--- src/design/rspd_pkg.sv ---
`timescale 1ns / 1ps
// ----------------------------------------------------------------------------
// rspd_pkg
// Shared constants, types and helpers for the debug-link packet deframer.
// ----------------------------------------------------------------------------
package rspd_pkg;

  // Longest payload accepted before a packet is cut off and rejected.
  localparam int MaxPayload = 1024;
  // The length counter must be able to hold MaxPayload itself.
  localparam int LenW = $clog2(MaxPayload + 1);

  // Framing characters of the link.
  localparam logic [7:0] ChStart = 8'h24;  // '$'
  localparam logic [7:0] ChEnd   = 8'h23;  // '#'
  localparam logic [7:0] ChBreak = 8'h03;
  localparam logic [7:0] ChAck   = 8'h2B;  // '+'
  localparam logic [7:0] ChNak   = 8'h2D;  // '-'

  // Deframer phases.
  localparam logic [1:0] PhIdle = 2'd0;
  localparam logic [1:0] PhBody = 2'd1;
  localparam logic [1:0] PhHex1 = 2'd2;
  localparam logic [1:0] PhHex2 = 2'd3;

  // Event codes reported with each beat.
  localparam logic [2:0] EvNone  = 3'd0;
  localparam logic [2:0] EvData  = 3'd1;
  localparam logic [2:0] EvGood  = 3'd2;
  localparam logic [2:0] EvBad   = 3'd3;
  localparam logic [2:0] EvAck   = 3'd4;
  localparam logic [2:0] EvNak   = 3'd5;
  localparam logic [2:0] EvBreak = 3'd6;
  localparam logic [2:0] EvStray = 3'd7;

  // Reply codes towards the partner.
  localparam logic [1:0] RpNone = 2'd0;
  localparam logic [1:0] RpAck  = 2'd1;
  localparam logic [1:0] RpNak  = 2'd2;

  // One result beat.
  typedef struct packed {
    logic [2:0] event_res;
    logic [7:0] data_byte;
    logic [1:0] reply;
  } res_t;

  // Lowercase hex digit decode: bit 4 is the valid flag, bits 3:0 the value.
  function automatic logic [4:0] hex_digit(input logic [7:0] b);
    logic [4:0] r;
    r = 5'b0;
    if (b >= 8'h30 && b <= 8'h39) begin
      r = {1'b1, b[3:0]};
    end else if (b >= 8'h61 && b <= 8'h66) begin
      r = {1'b1, b[3:0] + 4'd9};
    end
    return r;
  endfunction

endpackage

--- src/design/rspd_core.sv ---
`timescale 1ns / 1ps
// ----------------------------------------------------------------------------
// rspd_core
// Deframer state and the per-byte update: classifies one byte and yields
// the result beat that it causes.
// ----------------------------------------------------------------------------
module rspd_core
  import rspd_pkg::*;
(
  input  logic       clk,
  input  logic       rst,
  input  logic       step,
  input  logic [7:0] rx_byte,
  output res_t       res
);

  logic [1:0]      phase, phase_next;
  logic [7:0]      running_sum, running_sum_next;
  logic [3:0]      high_nibble, high_nibble_next;
  logic            high_nibble_valid, high_nibble_valid_next;
  logic [LenW-1:0] payload_length, payload_length_next;

  logic [4:0] digit;
  logic [7:0] cksum;

  // Checksum value received in the two hex digits, partial on a bad digit.
  always_comb begin
    digit = hex_digit(rx_byte);
    cksum = 8'h00;
    if (high_nibble_valid) begin
      cksum = digit[4] ? {high_nibble, digit[3:0]} : {4'h0, high_nibble};
    end
  end

  // Per-byte state update and result.
  always_comb begin
    phase_next             = phase;
    running_sum_next       = running_sum;
    high_nibble_next       = high_nibble;
    high_nibble_valid_next = high_nibble_valid;
    payload_length_next    = payload_length;
    res = '{event_res: EvNone, data_byte: 8'h00, reply: RpNone};
    unique case (phase)
      PhIdle: begin
        if (rx_byte == ChAck) begin
          res.event_res = EvAck;
        end else if (rx_byte == ChNak) begin
          res.event_res = EvNak;
        end else if (rx_byte == ChBreak) begin
          res.event_res = EvBreak;
        end else if (rx_byte == ChStart) begin
          phase_next             = PhBody;
          running_sum_next       = 8'h00;
          payload_length_next    = '0;
          high_nibble_next       = 4'h0;
          high_nibble_valid_next = 1'b0;
        end else begin
          res.event_res = EvStray;
          res.reply     = RpNak;
        end
      end
      PhBody: begin
        if (rx_byte == ChEnd) begin
          phase_next = PhHex1;
        end else if (payload_length >= LenW'(MaxPayload)) begin
          // Overlong payload: drop the packet.
          res.event_res = EvBad;
          res.data_byte = running_sum;
          res.reply     = RpNak;
          phase_next    = PhIdle;
        end else begin
          res.event_res       = EvData;
          res.data_byte       = rx_byte;
          running_sum_next    = running_sum + rx_byte;
          payload_length_next = payload_length + LenW'(1);
        end
      end
      PhHex1: begin
        high_nibble_valid_next = digit[4];
        high_nibble_next       = digit[3:0];
        phase_next             = PhHex2;
      end
      PhHex2: begin
        res.data_byte = running_sum;
        if (cksum == running_sum) begin
          res.event_res = EvGood;
          res.reply     = RpAck;
        end else begin
          res.event_res = EvBad;
          res.reply     = RpNak;
        end
        phase_next = PhIdle;
      end
      default: begin
        phase_next = PhIdle;
      end
    endcase
  end

  // State registers advance once per byte taken from the input register.
  always_ff @(posedge clk) begin
    if (rst) begin
      phase             <= PhIdle;
      running_sum       <= 8'h00;
      high_nibble       <= 4'h0;
      high_nibble_valid <= 1'b0;
      payload_length    <= '0;
    end else if (step) begin
      phase             <= phase_next;
      running_sum       <= running_sum_next;
      high_nibble       <= high_nibble_next;
      high_nibble_valid <= high_nibble_valid_next;
      payload_length    <= payload_length_next;
    end
  end

endmodule

--- src/design/rsp_packet_deframer.sv ---
`timescale 1ns / 1ps
// ----------------------------------------------------------------------------
// rsp_packet_deframer
// Byte-serial deframer for the debug-link remote serial protocol.
// ----------------------------------------------------------------------------
// Usage:
//   Received link bytes enter on rx_byte with in_valid/in_ready; every
//   accepted beat yields exactly one result beat on event_res, data_byte and
//   reply with out_valid/out_ready, in the same order.
//   An accepted byte is held in an input register; the deframer then
//   classifies it and loads the result register once that register is
//   free to take a new beat.
//   Throughput is one byte per cycle while the receiver takes every result,
//   as the state updates for one byte on each step between the two registers.
//   When the receiver stalls, the result register holds its beat and the
//   input register takes one more byte; in_ready then falls until the
//   result is taken.
//   Reset clears both registers' valid flags and returns the deframer to
//   idle with a zero sum, length and checksum digit.
// ----------------------------------------------------------------------------
module rsp_packet_deframer
  import rspd_pkg::*;
(
  input  logic       clk,
  input  logic       rst,
  input  logic       in_valid,
  output logic       in_ready,
  input  logic [7:0] rx_byte,
  output logic       out_valid,
  input  logic       out_ready,
  output logic [2:0] event_res,
  output logic [7:0] data_byte,
  output logic [1:0] reply
);

  logic       hold_valid;
  logic [7:0] hold_byte;
  logic       out_free;
  logic       step;
  res_t       res;
  res_t       out_res;

  // The result register can load when empty or when its beat leaves now.
  assign out_free = !out_valid || out_ready;
  assign step     = hold_valid && out_free;
  assign in_ready = !hold_valid || out_free;

  // Input register.
  always_ff @(posedge clk) begin
    if (rst) begin
      hold_valid <= 1'b0;
    end else if (in_ready) begin
      hold_valid <= in_valid;
    end
  end

  always_ff @(posedge clk) begin
    if (in_ready && in_valid) begin
      hold_byte <= rx_byte;
    end
  end

  rspd_core u_core (
    .clk     (clk),
    .rst     (rst),
    .step    (step),
    .rx_byte (hold_byte),
    .res     (res)
  );

  // Result register.
  always_ff @(posedge clk) begin
    if (rst) begin
      out_valid <= 1'b0;
    end else if (out_free) begin
      out_valid <= hold_valid;
    end
  end

  always_ff @(posedge clk) begin
    if (step) begin
      out_res <= res;
    end
  end

  assign event_res = out_res.event_res;
  assign data_byte = out_res.data_byte;
  assign reply     = out_res.reply;

endmodule

--- config.mk ---
export PLATFORM = sky130hd
export DESIGN_NAME = rsp_packet_deframer
export DESIGN_NICKNAME = d
export VERILOG_FILES = /design/src/design/rspd_pkg.sv /design/src/design/rspd_core.sv /design/src/design/rsp_packet_deframer.sv
export SDC_FILE = /design/constraint.sdc
export NUM_CORES = 1
export LEC_CHECK = 0
export BUFFER_PORTS_ARGS = -buffer_cell sky130_fd_sc_hd__buf_2
export CAP_MARGIN = 20
export CORE_MARGIN = 4
export CORE_UTILIZATION = 60
export CTS_CLUSTER_SIZE = 25
export DETAILED_ROUTE_END_ITERATION = 6
export PLACE_DENSITY = 0.88
export SETUP_SLACK_MARGIN = 0.15
export SYNTH_ARGS = -nofsm -noshare
export SYNTH_HDL_FRONTEND = slang
export SYNTH_SLANG_ARGS = --single-unit
--- constraint.sdc ---
create_clock -name clk -period 6.2 [get_ports clk]
set_clock_uncertainty 0.05 [all_clocks]
set_input_delay 0.62 -clock clk [delete_from_list [all_inputs] [get_ports clk]]
set_output_delay 0.62 -clock clk [all_outputs]
set_load 0.02 [all_outputs]
==> impl_metrics.json, run 1 <==
{
  "synth_top_flop_cell": "sky130_fd_sc_hd__dfxtp_1",
  "synth_top_family_by_area": "simple AND/OR/NAND/NOR gates",
  "worst_slew_margin_rel_pct": 38.72,
  "pwr-share-clk_pct": 32.6,
  "combined_area_of_the_multi_input_logic_cells_sq_um": 1540,
  "layout_min_cycle_time_ns": 3.023,
  "report.final.hold_viol_count": 0,
  "die_area_sq_um": 5943,
  "sequential_cell_area_sq_um": 1191,
  "min_path_type": "primary input to register",
  "cts_htree_levels": 2,
  "synth_compound_gate_area_share_pct": 17.13,
  "syn_inst": 309,
  "dr.first_iter.drc_count": 220,
  "switchingPower_uw": 141.3,
  "fp-row-count": 24,
  "synthAdderAreaFrac_pct": 6.378,
  "nFillCells": 342,
  "placedInstanceArea_sq_um": 2983,
  "post_synth_instance_area_sq_um": 2864,
  "synth.area.top_cells": "sky130_fd_sc_hd__edfxtp_1 22%, sky130_fd_sc_hd__dfxtp_1 20%, sky130_fd_sc_hd__nor2_1 5.8%",
  "fraction_of_registers_with_async_set_reset_pct": 0,
  "post-cts-setup-buffers": 0,
  "tritoncts_clock_tree": "done",
  "finish.instance_area_sq_um": 3072,
  "initial_antenna_violation_count": 0,
  "area_delta_synth_final_pct": 7.252,
  "remaining_drc_errors": 0,
  "synth_sequential_area_ratio_pct": 41.59,
  "die_w_um": 77.09,
  "internal_power_uw": 437.5,
  "cts_max_path_buffers": 2,
  "globalRouteOverflowTotal": 0,
  "min_delay_path_depth": 1,
  "layout-drive-gt1-share_pct": 13.68,
  "status": "complete, no violations",
  "drv_slew": 0,
  "clock_sink_total": 49,
  "layout.cells.most_common_list": "44 x sky130_fd_sc_hd__nor2_1, 28 x sky130_fd_sc_hd__dfxtp_1, 26 x sky130_fd_sc_hd__buf_2",
  "ys_warn_count": 0,
  "timing.critical_path.from": "hold_byte[1]",
  "clock-root-buffer": "sky130_fd_sc_hd__clkbuf_8",
  "routedWlPerCell_um": 16.68,
  "worst-r2r-cell-count": 9,
  "setup_total_negative_slack_ns": 0,
  "core_area_sq_um": 4474,
  "worst-setup-path-type": "register to register",
  "power.share.combinational_pct": 6.8,
  "powerDensity_nw_per_um2": 188.4,
  "floorplan.die.height_um": 77.09,
  "start_kind": "register",
  "synth.lib_cells_used.distinct": 61,
  "gpl.final_weighted_congestion": 0.9632,
  "arrival_ns": 3.00,
  "final_common_cell": "sky130_fd_sc_hd__nor2_1",
  "synth_nets": 335,
  "max_cap_viols": 0,
  "worstReg2RegEnd": "reply[1]",
  "total_leakage_power_nw": 1.175,
  "cts_buffers": 5,
  "crit_path_end_kind": "register",
  "routed-via-count": 2418,
  "setup.reg_to_reg.worst_slack_ns": 3.18,
  "cp_max_fo": 8,
  "cp_data_required_time_ns": 6.17,
  "final_nets": 354,
  "mux_share_of_post_synthesis_cell_area_pct": 0.6990,
  "max_freq_mhz": 330.8,
  "wire_length_of_the_first_global_routing_pass_um": 10700,
  "gr-usage-all-layers_pct": 22.44,
  "cts_hold_repair.buffers": 0,
  "share_seq_of_total_power_pct": 60.6,
  "routed_via_density": 6.346,
  "grt_setup_unrepaired": "false",
  "final.hold.worst_slack_ns": 0.4390,
  "dpl.hpwl_um": 4770,
  "first_global_vias": 2226,
  "period_share_pct": 48.76,
  "worstSkewPairLatency_ns": 0.30,
  "initial_utilization_pct": 64.01,
  "syn_avg_cell_area_sq_um": 9.269,
  "antenna_cells": 0,
  "yosys.area_share.xor_xnor_pct": 6.116,
  "crit-reg2reg-launch": "hold_byte[1]",
  "pre_cts_ws_ns": 3.222,
  "dp_cells": 373,
  "clk_pin_slew_ns": 0.09,
  "setup_viol_count_final": 0,
  "cts_resized": 0,
  "synth.ff_latch_count": 49,
  "final-instance-count-excl-fill": 381,
  "vdd_ir_drop_max_mv": 0.1608,
  "grt_max_degree": 21,
  "netlist.area_leader.share_pct": 22.02,
  "synth_enable_flop_cells": 21,
  "synth_area_leader_cell": "sky130_fd_sc_hd__edfxtp_1",
  "portBuffers": 26,
  "post_synth_and_or_nand_nor_area_fraction_pct": 23.46,
  "switching_share_pct": 24.42,
  "sum_of_routed_wire_length_over_all_layers_um": 6355,
  "worstMarginPinSlew_ns": 0.9131,
  "ant_nets": 0,
  "worstSetupEndpoint": "reply[1]",
  "ios": 27,
  "postLayoutSetupSlackWorst_ns": 3.177,
  "firstDrtPassIters": 5
}
synthesized netlist by cell type (2+ instances only):
cell type                   n
sky130_fd_sc_hd__nand2b_1   5
sky130_fd_sc_hd__nand3b_1   3
sky130_fd_sc_hd__buf_2      4
sky130_fd_sc_hd__and3_1     2
sky130_fd_sc_hd__dfxtp_1   28
sky130_fd_sc_hd__a21o_1     4
sky130_fd_sc_hd__o21ai_1    2
sky130_fd_sc_hd__a22oi_1   16
sky130_fd_sc_hd__a21boi_0   2
sky130_fd_sc_hd__o41ai_1    2
sky130_fd_sc_hd__a211oi_1   2
sky130_fd_sc_hd__clkbuf_1   7
sky130_fd_sc_hd__and2_1     6
sky130_fd_sc_hd__nand2_1   15
sky130_fd_sc_hd__or3_1      2
sky130_fd_sc_hd__xnor2_1    9
sky130_fd_sc_hd__edfxtp_1  21
sky130_fd_sc_hd__a21oi_1   15
sky130_fd_sc_hd__o22ai_1    2
sky130_fd_sc_hd__nor2b_1   10
sky130_fd_sc_hd__nor3b_1    3
sky130_fd_sc_hd__buf_6      2
sky130_fd_sc_hd__xor2_1    11
sky130_fd_sc_hd__nand3_2    2
sky130_fd_sc_hd__mux2i_1    2
sky130_fd_sc_hd__inv_1     15
sky130_fd_sc_hd__ha_1      13
sky130_fd_sc_hd__nor2_1    44
sky130_fd_sc_hd__nor3_1     9
sky130_fd_sc_hd__nand3_1    7
sky130_fd_sc_hd__o21ai_0    5
sky130_fd_sc_hd__a31oi_1    2
sky130_fd_sc_hd__nand4_1    6
sky130_fd_sc_hd__o21bai_1   2
sky130_fd_sc_hd__nor4_1     3
cell families after synthesis:
family	Yosys count
compound gates	68
xor+xnor	20
fa+ha+maj	14
buf+inv	29
flops	49
mux	2
simple gates	127
flip-flops by register name, summed over array words and instances (netlist names), named ones only:
signal / flops
out_valid: 1
u_core.high_nibble: 4
u_core.high_nibble_valid: 1
hold_valid: 1
u_core.phase: 1
hold_byte: 8
event_res: 3
u_core.payload_length: 11
data_byte: 8
u_core.running_sum: 8
reply: 2
worst min path at each step:
stage | from | end | slack (ns)
6_report | rx_byte[1] | hold_byte[1] | 0.44
5_1_grt | rx_byte[6] | hold_byte[6] | 0.43
4_1_cts | rx_byte[6] | hold_byte[6] | 0.43
3_5_place_dp | u_core.payload_length[6] | u_core.payload_length[6] | 0.45
3_3_place_gp | u_core.payload_length[6] | u_core.payload_length[6] | 0.44
2_1_floorplan | u_core.payload_length[6] | u_core.payload_length[6] | 0.42
power by group through the flow:
stage               sequential [mW]  clock (mW)  combinational, mW
floorplan                     0.357           0             0.0277
finish                        0.351       0.189             0.0395
global placement              0.358           0             0.0387
CTS                           0.350       0.194             0.0394
detailed placement            0.358           0             0.0393
global route                  0.352       0.204             0.0441
final cells by class:
cell class	instances	area share (%)
Tap cell	52	2.118
Clock buffer	5	2.240
Timing Repair Buffer	26	4.236
Clock inverter	3	0.6517
Inverter	15	1.833
Multi-Input combinational cell	231	50.14
Sequential cell	49	38.78
per-layer routing:
| metal | track usage (%) | vias up | share of wire (%) |
|---|---|---|---|
| li1 | - | 1153 | - |
| met1 | 29.72 | 1123 | 42 |
| met2 | 37.37 | 121 | 47 |
| met3 | 3.279 | 21 | 7.9 |
| met4 | 8.007 | 0 | 2.8 |
| met5 | 0 | - | 0 |
critical path, cell delays in order (launching register included):
cell and delay (ns):
sky130_fd_sc_hd__edfxtp_1 0.53, sky130_fd_sc_hd__inv_1 0.14, sky130_fd_sc_hd__ha_1 0.24, sky130_fd_sc_hd__nor3b_1 0.38
sky130_fd_sc_hd__nor4_1 0.13, sky130_fd_sc_hd__a22oi_1 0.29, sky130_fd_sc_hd__o2111a_1 0.24, sky130_fd_sc_hd__nand4_1 0.10
sky130_fd_sc_hd__a2111oi_2 0.47, sky130_fd_sc_hd__o22ai_1 0.17
per-stage QoR:
stage	utilization (%)	total power [mW]
after floorplan	-	0.3846
after global placement	66.67	0.3963
after detailed placement	66.67	0.3972
after CTS	68.65	0.5834
after global routing	68.65	0.6002
final	68.65	0.5788
Note: power is estimated with default switching activity, not from simulation.
==> inputs of run 2 (changes only) <==
- CORE_UTILIZATION: 60 -> 53
- PLACE_DENSITY: 0.88 -> 0.82
- clock period: 6.2 -> 2.7 ns (I/O delays scaled with it)
==> impl_metrics.json, run 2 (synthesis results as in run 1) <==
{
  "worst_slew_margin_rel_pct": 64.23,
  "nFillCells": 429,
  "crit_path_end_kind": "register",
  "met2_usage_pct": 36.24,
  "grt.busiest_layer": "met2",
  "portBuffers": 26,
  "largest-register": "u_core.payload_length",
  "powerDensity_nw_per_um2": 405.1,
  "max_cap_viols": 0,
  "timing.critical_path.slowest_cell_delay_ns": 0.56,
  "share_seq_of_total_power_pct": 58.9,
  "cts_buffers": 5,
  "utilization_pct": 64.32,
  "status": "complete, no violations",
  "worstReg2RegEnd": "event_res[0]",
  "die_w_um": 81.51,
  "met3_usage_pct": 4.605,
  "globalRouteOverflowTotal": 0,
  "cp_max_fo": 7,
  "layout_min_cycle_time_ns": 2.529,
  "clock-root-buffer": "sky130_fd_sc_hd__clkbuf_8",
  "final_nets": 375,
  "tritoncts_clock_tree": "done",
  "grt_setup_unrepaired": "true",
  "gpl.final_weighted_congestion": 0.9765,
  "first_global_vias": 2283,
  "routed-via-count": 2427,
  "max_freq_mhz": 395.5,
  "power.share.combinational_pct": 9.2,
  "grt_max_degree": 21,
  "switching_share_pct": 24.44,
  "routed_via_density": 5.779,
  "area_delta_synth_final_pct": 16.16,
  "worstMarginPinSlew_ns": 0.5230,
  "vdd_ir_drop_max_mv": 0.2884,
  "die_area_sq_um": 6644,
  "initial_antenna_violation_count": 0,
  "final-instance-count-excl-fill": 420,
  "cp_data_required_time_ns": 2.69,
  "cts_htree_levels": 2,
  "drv_slew": 0,
  "report.final.hold_viol_count": 0,
  "switchingPower_uw": 329.4,
  "worst-setup-path-type": "register to register",
  "floorplan.die.height_um": 81.51,
  "internal_power_mw": 1.018,
  "gr-usage-met1_pct": 29.33,
  "period_share_pct": 93.65,
  "setup_total_negative_slack_ns": 0,
  "final.hold.worst_slack_ns": 0.09088,
  "gr-usage-all-layers_pct": 22.02,
  "dr.first_iter.drc_count": 241,
  "min_delay_path_depth": 1,
  "post-layout-total-power_mw": 1.348,
  "min_from": "rx_byte[0]",
  "initial_utilization_pct": 55.37,
  "worstSkewPairLatency_ns": 0.30,
  "cp_cell_sequence": "buf_6 > and3_1 > or4_4 > a31oi_4 > mux2i_1 > nand3_2 > a2111oi_4 > o22ai_1",
  "setup.reg_to_reg.worst_slack_ns": 0.17,
  "setup_viol_count_final": 0,
  "worst-r2r-cell-count": 8,
  "min_path_type": "primary input to register",
  "fp-row-count": 26,
  "max_reg_flops": 11,
  "dpl.hpwl_um": 4990,
  "core_area_sq_um": 5172,
  "start_kind": "register",
  "firstDrtPassIters": 4,
  "ant_nets": 0,
  "clk_pin_slew_ns": 0.09,
  "wire_length_of_the_first_global_routing_pass_um": 11220,
  "ios": 27,
  "antenna_cells": 0,
  "cts_hold_repair.buffers": 0,
  "layout-drive-gt1-share_pct": 22.00,
  "dp_cells": 404,
  "routedWlPerCell_um": 15.79,
  "arrival_ns": 2.52,
  "clock_sink_total": 49,
  "remaining_drc_errors": 0,
  "cts_max_path_buffers": 2,
  "hold-path-endpoint": "hold_byte[0]",
  "total_leakage_power_nw": 1.284,
  "sum_of_routed_wire_length_over_all_layers_um": 6631,
  "final_common_cell": "sky130_fd_sc_hd__nor2_1",
  "layout.cells.most_common_list": "44 x sky130_fd_sc_hd__nor2_1, 28 x sky130_fd_sc_hd__dfxtp_1, 26 x sky130_fd_sc_hd__buf_2",
  "crit_slowest_cell": "sky130_fd_sc_hd__or4_4",
  "crit-reg2reg-launch": "hold_byte[0]",
  "pwr-share-clk_pct": 31.9
}
==> run 2: stage by stage <==
stage               setup WS (ns)  cell area, sq um
floorplan                  0.1826              2892
global route              0.06398              3327
CTS                        0.1606              3253
finish                     0.1715              3327
global placement           0.1416              3131
detailed placement        0.04012              3131
==> run 2: worst max path at each step <==
stage                       startpoint            to  slack [ns]
final                     hold_byte[0]  event_res[0]        0.17
after detailed placement  hold_byte[0]  event_res[0]        0.04
after global placement    hold_byte[0]  event_res[0]        0.14
after CTS                 hold_byte[0]  event_res[0]        0.16
after global routing      hold_byte[0]  event_res[0]        0.06
after floorplan           hold_byte[3]  event_res[0]        0.18
==> run 2: worst max-delay path: cells and delay by family (launching register included) <==
family          cells  cell delay [ns]
buf+inv             1             0.16
simple gates        3             0.87
compound gates      3             0.53
flops               1             0.43
mux                 1             0.23
==> run 2: final cells by class <==
| class | count | area [sq um] | share of cell area (%) |
|---|---|---|---|
| Clock inverter | 3 | 22.52 | 0.6769 |
| Inverter | 15 | 56.30 | 1.692 |
| Multi-Input combinational cell | 231 | 1609 | 48.36 |
| Clock buffer | 5 | 68.82 | 2.068 |
| Sequential cell | 49 | 1191 | 35.80 |
| Timing Repair Buffer | 47 | 291.5 | 8.763 |
| Tap cell | 70 | 87.58 | 2.633 |
==> run 2: power by group through the flow <==
| stage | logic [mW] | clock network [mW] | registers [mW] |
|---|---|---|---|
| floorplan | 0.0638 | 0 | 0.820 |
| global placement | 0.104 | 0 | 0.812 |
| detailed placement | 0.107 | 0 | 0.812 |
| CTS | 0.112 | 0.442 | 0.795 |
| global route | 0.136 | 0.480 | 0.796 |
| finish | 0.124 | 0.429 | 0.794 |
==> run 2: layer usage <==
layer	vias to the layer above	part of all wire (%)
li1	1195	-
met5	-	0
met1	1136	45
met2	86	46
met3	10	7.1
met4	0	1.4
==> run 2: what timing repair did <==
item,CTS,global route
setup buffers,2,6
resized for setup,3,9
endpoints found under the setup margin,3,16
pin swaps,0,1
